[src/hdl/sphcv_pkg.sv]
package sphcv_pkg;

    localparam int MAX_BANDS = 128;

    localparam int LAT_W   = 7;
    localparam int LON_W   = 9;
    localparam int IDX_W   = 10;
    localparam int RAD_W   = 16;
    localparam int STEP_W  = 23;
    localparam int COORD_W = 17;
    localparam int MAG_W   = 17;

    localparam logic [STEP_W-1:0] STEP_MIN   = 23'd58982;
    localparam logic [STEP_W-1:0] STEP_MAX   = 23'd5898240;
    localparam logic [RAD_W-1:0]  RADIUS_RST = 16'd256;

    localparam int CFG_IDX_W = 2;
    localparam logic [CFG_IDX_W-1:0] REG_RADIUS     = 2'd0;
    localparam logic [CFG_IDX_W-1:0] REG_ANGLE_STEP = 2'd1;

    // horner chain: each divisor split into a power of two and an odd part
    localparam int NUM_CELLS = 6;
    localparam int DIV_SHIFT = 37;
    localparam int MAGIC_W   = 38;
    localparam int unsigned SIN_POW2 [NUM_CELLS] = '{2, 1, 3, 1, 2, 1};
    localparam int unsigned SIN_ODD  [NUM_CELLS] = '{39, 55, 9, 21, 5, 3};
    localparam int unsigned COS_POW2 [NUM_CELLS] = '{2, 1, 3, 1, 2, 1};
    localparam int unsigned COS_ODD  [NUM_CELLS] = '{33, 45, 7, 15, 3, 1};

    localparam logic [30:0] ONE_Q30 = 31'h4000_0000;

    // corner selection per vertex, bit k for vertex k
    localparam logic [5:0] USE_PHI1 = 6'b101100;
    localparam logic [5:0] USE_TH1  = 6'b110010;

    typedef enum logic [1:0] {
        TAG_PHI0 = 2'd0,
        TAG_PHI1 = 2'd1,
        TAG_TH0  = 2'd2,
        TAG_TH1  = 2'd3
    } tag_t;

    typedef struct packed {
        tag_t        tag;
        logic        lower;
        logic [1:0]  quad;
        logic [30:0] x;
        logic [31:0] x2;
    } carry_t;

    typedef struct packed {
        carry_t      c;
        logic [30:0] ts;
        logic [30:0] tc;
    } trig_t;

    typedef struct packed {
        logic [MAG_W-1:0] smag;
        logic             sneg;
        logic [MAG_W-1:0] cmag;
        logic             cneg;
    } corner_t;

endpackage

[src/hdl/sphcv_front.sv]
module sphcv_front
    import sphcv_pkg::*;
(
    input  logic              clk,
    input  logic              rst_n,
    input  logic              in_valid,
    input  tag_t              in_tag,
    input  logic              in_lower,
    input  logic [IDX_W-1:0]  in_index,
    input  logic [STEP_W-1:0] in_step,
    output logic              out_valid,
    output trig_t             out_trig
);

    localparam logic [13:0] RECIP45   = 14'd11651;
    localparam logic [26:0] DEG2RAD   = 27'd74961321;
    localparam logic [49:0] X_ROUND   = 50'd131072;

    typedef struct packed {
        tag_t tag;
        logic lower;
    } fctl_t;

    logic [5:0]  vld_reg;
    fctl_t       ctl1_reg, ctl2_reg, ctl3_reg, ctl4_reg, ctl5_reg, ctl6_reg;
    logic [31:0] ang_reg;
    logic [26:0] red_reg;
    logic [12:0] n_reg;
    logic [18:0] low19_reg;
    logic [7:0]  v_reg;
    logic [16:0] low17_reg;
    logic [22:0] r_reg;
    logic [1:0]  quad4_reg, quad5_reg, quad6_reg;
    logic [30:0] x_reg, x6_reg;
    logic [61:0] xx_reg;

    logic [7:0]  qq;
    logic [12:0] rem13;
    logic [1:0]  quad_next;
    logic [7:0]  rr_next;

    always_comb
    begin
        qq    = red_reg[26:19];
        rem13 = n_reg - 13'(qq) * 13'd45;
    end

    always_comb
    begin
        priority if (v_reg >= 8'd135)
        begin
            quad_next = 2'd3;
            rr_next   = v_reg - 8'd135;
        end
        else if (v_reg >= 8'd90)
        begin
            quad_next = 2'd2;
            rr_next   = v_reg - 8'd90;
        end
        else if (v_reg >= 8'd45)
        begin
            quad_next = 2'd1;
            rr_next   = v_reg - 8'd45;
        end
        else
        begin
            quad_next = 2'd0;
            rr_next   = v_reg;
        end
    end

    always_ff @(posedge clk or negedge rst_n)
    begin
        if (!rst_n)
        begin
            vld_reg <= '0;
        end
        else
        begin
            vld_reg <= {vld_reg[4:0], in_valid};
        end
    end

    always_ff @(posedge clk)
    begin
        // angle in q16 degrees
        ctl1_reg  <= '{tag: in_tag, lower: in_lower};
        ang_reg   <= 32'(in_index) * 32'(in_step);
        // whole turns: top bits over 45 by reciprocal
        ctl2_reg  <= ctl1_reg;
        n_reg     <= ang_reg[31:19];
        red_reg   <= 27'(ang_reg[31:19]) * 27'(RECIP45);
        low19_reg <= ang_reg[18:0];
        ctl3_reg  <= ctl2_reg;
        v_reg     <= {rem13[5:0], low19_reg[18:17]};
        low17_reg <= low19_reg[16:0];
        // quadrant and remainder
        ctl4_reg  <= ctl3_reg;
        quad4_reg <= quad_next;
        r_reg     <= {rr_next[5:0], low17_reg};
        // radians in q30
        ctl5_reg  <= ctl4_reg;
        quad5_reg <= quad4_reg;
        x_reg     <= 31'((50'(r_reg) * 50'(DEG2RAD) + X_ROUND) >> 18);
        ctl6_reg  <= ctl5_reg;
        quad6_reg <= quad5_reg;
        x6_reg    <= x_reg;
        xx_reg    <= 62'(x_reg) * 62'(x_reg);
    end

    assign out_valid       = vld_reg[5];
    assign out_trig.c.tag   = ctl6_reg.tag;
    assign out_trig.c.lower = ctl6_reg.lower;
    assign out_trig.c.quad  = quad6_reg;
    assign out_trig.c.x     = x6_reg;
    assign out_trig.c.x2    = xx_reg[61:30];
    assign out_trig.ts      = ONE_Q30;
    assign out_trig.tc      = ONE_Q30;

endmodule

[config.mk]
export PLATFORM = sky130hd
export DESIGN_NAME = sphcv_front
export DESIGN_NICKNAME = d
export VERILOG_FILES = /design/src/hdl/sphcv_pkg.sv /design/src/hdl/sphcv_front.sv
export SDC_FILE = /design/constraint.sdc
export NUM_CORES = 2
export LEC_CHECK = 0
export BUFFER_PORTS_ARGS = -buffer_cell sky130_fd_sc_hd__buf_4
export CAP_MARGIN = 10
export CORE_MARGIN = 8
export CORE_UTILIZATION = 55
export CTS_CLUSTER_SIZE = 8
export DETAILED_ROUTE_END_ITERATION = 8
export GPL_TIMING_DRIVEN = 1
export PLACE_DENSITY = 0.74
export RECOVER_POWER = 50
export SYNTH_ARGS = -nofsm -noshare
export SYNTH_HDL_FRONTEND = slang
export SYNTH_SLANG_ARGS = --single-unit
[constraint.sdc]
create_clock -name clk -period 18.85 [get_ports clk]
set_input_delay 1.885 -clock clk [delete_from_list [all_inputs] [get_ports clk]]
set_output_delay 1.885 -clock clk [all_outputs]
set_load 0.05 [all_outputs]
# After elaboration in Yosys (flattened, before gate mapping)
# Index checks and enable logic that the tools add are counted.
[word_totals]
reg_bits = 286
word_cells = 46
[op_classes]
n_addsub = 5
multipliers = 5
magnitude_cmp = 3
n_mux = 5
reduce_logical = 1
[op_table]
columns = ["cell", "n"]
rows = [
  ["31-bit by 31-bit multiplier with 62-bit output", 1],
  ["49-bit by 18-bit adder with 49-bit output (second input constant)", 1],
  ["23-bit by 27-bit multiplier with 49-bit output (second input constant)", 1],
  ["10-bit by 23-bit multiplier with 32-bit output", 1],
  ["13-bit by 14-bit multiplier with 27-bit output (second input constant)", 1],
  ["6-bit two-way mux", 3],
  ["8-bit by 6-bit >= comparator with 1-bit output (second input constant)", 1],
  ["8-bit by 7-bit >= comparator with 1-bit output (second input constant)", 1],
  ["8-bit >= comparator (second input constant)", 1],
  ["8-bit by 6-bit multiplier with 6-bit output (second input constant)", 1],
  ["6-bit by 3-bit subtractor with 6-bit output (second input constant)", 1],
  ["6-bit by 5-bit subtractor with 6-bit output (second input constant)", 1],
  ["6-bit subtractor", 1],
  ["6-bit subtractor (second input constant)", 1],
  ["1-bit two-way mux", 2],
  ["2-bit OR reduction", 1],
]

# Logic depth before layout (Yosys ltp)
[depth]
word_depth = 4
ltp_mapped = 31
depth_no_buf = 29

# Worst setup path after synthesis
# No wires, ideal clock.
[synth_path]
path_type = "register -> register"
startpoint = "register x_reg[4]"
endpoint = "register xx_reg[54]"
arrival_time_ns = 7.181
required_ns = 18.729
slack_ns = 11.547
stages_incl_launch_ff = 28
n_path_buf = 2
period_less_slack_ns = 7.303
cell_sequence = "dfxtp_1 clkbuf_1 clkbuf_1 and2_1 fa_1 fa_1 fa_1 inv_1 fa_1 inv_1 fa_1 inv_1 fa_1 inv_1 fa_1 inv_1 fa_1 inv_1 ha_1 nor2_1 or4b_1 o211ai_1 a211oi_2 o21ai_2 a221oi_2 o31ai_2 a311oi_2 xnor2_1"
[synth_between]
elab_chain_cells = 1
[synth_rtl]
columns = ["item", "line", "text"]
rows = [
  ["start, declared", "sphcv_front.sv:34", "logic [30:0] x_reg, x6_reg;"],
  ["start signal, assigned", "sphcv_front.sv:104", "x_reg <= 31'((50'(r_reg) * 50'(DEG2RAD) + X_ROUND) >> 18);"],
  ["31-bit by 31-bit multiplier with 62-bit output", "sphcv_front.sv:108", "xx_reg <= 62'(x_reg) * 62'(x_reg);"],
  ["end signal, assigned", "sphcv_front.sv:108", ""],
  ["end, declared", "sphcv_front.sv:35", "logic [61:0] xx_reg;"],
]
# No other way between the ends.
# A chain may end at the register's enable or synchronous reset.

# Worst setup path after layout
[layout_path]
startpoint = "register x_reg[23]"
endpoint = "register xx_reg[61]"
# Same word-level chain as after synthesis.

==> results.json <==
{
  "post_cts_buffers": 0,
  "clockBufferDepth": 3,
  "period_share_pct": 53.4,
  "core_area_um2": 94400,
  "setup.worst_path.class": "reg -> reg",
  "cts_resized": 0,
  "synthesis.area_um2": 52200,
  "synthTopCellsByArea": "fa_1 45%, ha_1 16%, inv_1 11%",
  "initial_core_util_pct": 55.2,
  "dieArea_um2": 105000,
  "cts_tree": "built",
  "cts_root_buf": "clkbuf_16",
  "place.port_buffers": 107,
  "critical_path_required_ps": 19340,
  "max_freq_mhz": 99.4,
  "reg2reg_to": "xx_reg[61]",
  "maxSlewHeadroom_pct": -73.5,
  "yosysMostFrequentCell": "inv_1",
  "fillCellCount": 8110,
  "yosys_warnings": 0,
  "drv_cap": 26,
  "violations": "capacitance limit, slew limit",
  "reg2reg_from": "x_reg[23]",
  "grt_max_degree": 36,
  "setup_viol": 0,
  "rsz0062_at_grt": "no",
  "period_minus_slack_ps": 10060,
  "finClkSkew_ps": 32.6,
  "slew_viol_final": 809,
  "cp-start-kind": "flop",
  "vias": 34900,
  "r2r_slack_ps": 8790,
  "rows": 113,
  "rr_worst_depth": 28,
  "overflow": 0,
  "endpoint": "xx_reg[61]",
  "yosys.area.top_type": "fa_1",
  "synth_top_area_share_pct": 45.3,
  "yosys-top-cells-count": "1500 x inv_1, 1181 x fa_1, 666 x ha_1",
  "worstPathMaxFanout": 30,
  "wl_per_cell_um": 18.1,
  "synth-seq-cells": 235,
  "grt_pass1_wl_um": 201000,
  "cts_buffers": 39,
  "drive_gt1_share_pct": 3.45,
  "routed_wl_um": 120000,
  "antenna_left": 0,
  "drc_errors": 0,
  "synth-edff-count": 0,
  "clock-sinks": 235,
  "dr.pass1.iters": 5,
  "routabilityCongestion": 0.946,
  "synth.distinct_cells": 69,
  "async_flop_share_pct": 2.55,
  "netlist_instances": 5356,
  "vias_per_cell": 5.24,
  "finalHoldViolCount": 0,
  "crit_family": "adder cells",
  "clk_latency_ps": 620,
  "fin_nets": 7262,
  "antenna_found_initial": 2,
  "area_delta_synth_final_pct": 5.48,
  "min_path_type": "reg -> reg",
  "max_stage_delay_ps": 1620,
  "track_usage_pct": 24.2,
  "cts_hold_buf": 0,
  "postSynthAreaPerCell_um2": 9.74,
  "worst_setup_path_end_kind": "flop",
  "fin_tns_setup_ps": 0,
  "grt_pass1_vias": 39800,
  "dieHeight_um": 324,
  "cp_num_cells": 28,
  "largest_register_ffs": 33,
  "startpoint": "x_reg[23]",
  "htreeDepth": 2,
  "pin_count": 170,
  "worst_slew_pin_slew_ps": 2600,
  "first_iter_violations": 1989,
  "ys_seq_area_share_pct": 9.07,
  "die_width_um": 324,
  "cp_common_cell": "fa_1",
  "worst-path-buf-inv": 8,
  "status": "complete, but fails checks",
  "critical-path-slowest-cell": "clkbuf_1",
  "synth_ff_type": "dfxtp_1",
  "worst_ep_arrival_time_ps": 10550,
  "clk_pin_slew_ps": 50,
  "dp_hpwl_um": 97400
}
==> routing by layer <==
| metal | share of wire [%] | vias up | routed length (µm) | GRT usage [%] |
|---|---|---|---|---|
| met1 | 40 | 17600 | 48500 | 30.4 |
| met5 | 0 | - | 0 | 0 |
| li1 | - | 15800 | - | - |
| met2 | 48 | 1176 | 57900 | 41.3 |
| met3 | 7.4 | 304 | 8970 | 5.15 |
| met4 | 4.1 | 0 | 4950 | 9.12 |
==> cell type report <==
class	instances	area [µm²]	share of cell area, %
Sequential cell	235	4730	8.60
Antenna cell	2	5.00	0.00909
Multi-Input combinational cell	3462	41000	74.5
Inverter	1500	5630	10.2
Tap cell	1265	1580	2.88
Clock buffer	45	1040	1.89
Timing Repair Buffer	138	886	1.61
Clock inverter	11	185	0.336
==> kinds of logic after synthesis <==
logic type	count (synthesis)	share of synthesized area [%]
AOI/OAI and AO/OA	406	5.05
xor gates and xnor gates	147	2.47
adders and majority gates	1847	61.3
buffers and inverters	1719	12.8
DFF	235	9.07
muxes	4	0.0791
other	2	0.0144
and+or+nand+nor	996	9.22
==> stage by stage <==
stage / area (µm²) / hold WS (ps) / utilization (%) / instances / worst slack, ps
after floorplan: 52400 / 310 / - / 5416 / 11550
after global placement: 54000 / 310 / 57.1 / 6600 / 10500
after detailed placement: 54000 / 312 / 57.1 / 6600 / 10270
after CTS: 55200 / 315 / 58.4 / 6656 / 10250
after global routing: 55000 / 320 / 58.3 / 6656 / 8140
final: 55000 / 306 / 58.3 / 6658 / 8790
==> how the worst min path moves through the flow <==
stage,startpoint,endpoint,slack (ps),depth (start not counted)
2_1_floorplan,ctl1_reg[0],ctl2_reg[0],310,0
3_3_place_gp,ctl1_reg[1],ctl2_reg[1],310,0
3_5_place_dp,ctl1_reg[1],ctl2_reg[1],310,0
4_1_cts,ctl5_reg[2],out_trig[129],310,0
5_1_grt,ang_reg[5],low19_reg[5],320,0
6_report,low19_reg[11],low17_reg[11],310,0
==> placed cells by master, fill, tap and decap left out, types with 13 or more instances in the layout <==
cell       instances
xnor2_1           97
clkbuf_1          42
dfxtp_1          229
inv_1           1500
fa_1            1181
ha_1             666
xor2_1            50
clkbuf_16         39
nor2_1            89
o21ai_0           69
nand2_1          472
a31oi_1           15
nand4_1           23
nand2b_1          13
and3_1            15
a21o_1            70
nor2b_1           23
nor3_1            13
nand3_1           29
and2_1           284
conb_1            62
a21oi_1          131
o21bai_1          17
buf_4             94
Power is not shown: default switching activity piles up to over one toggle a cycle in this logic, so the estimate is an artifact.
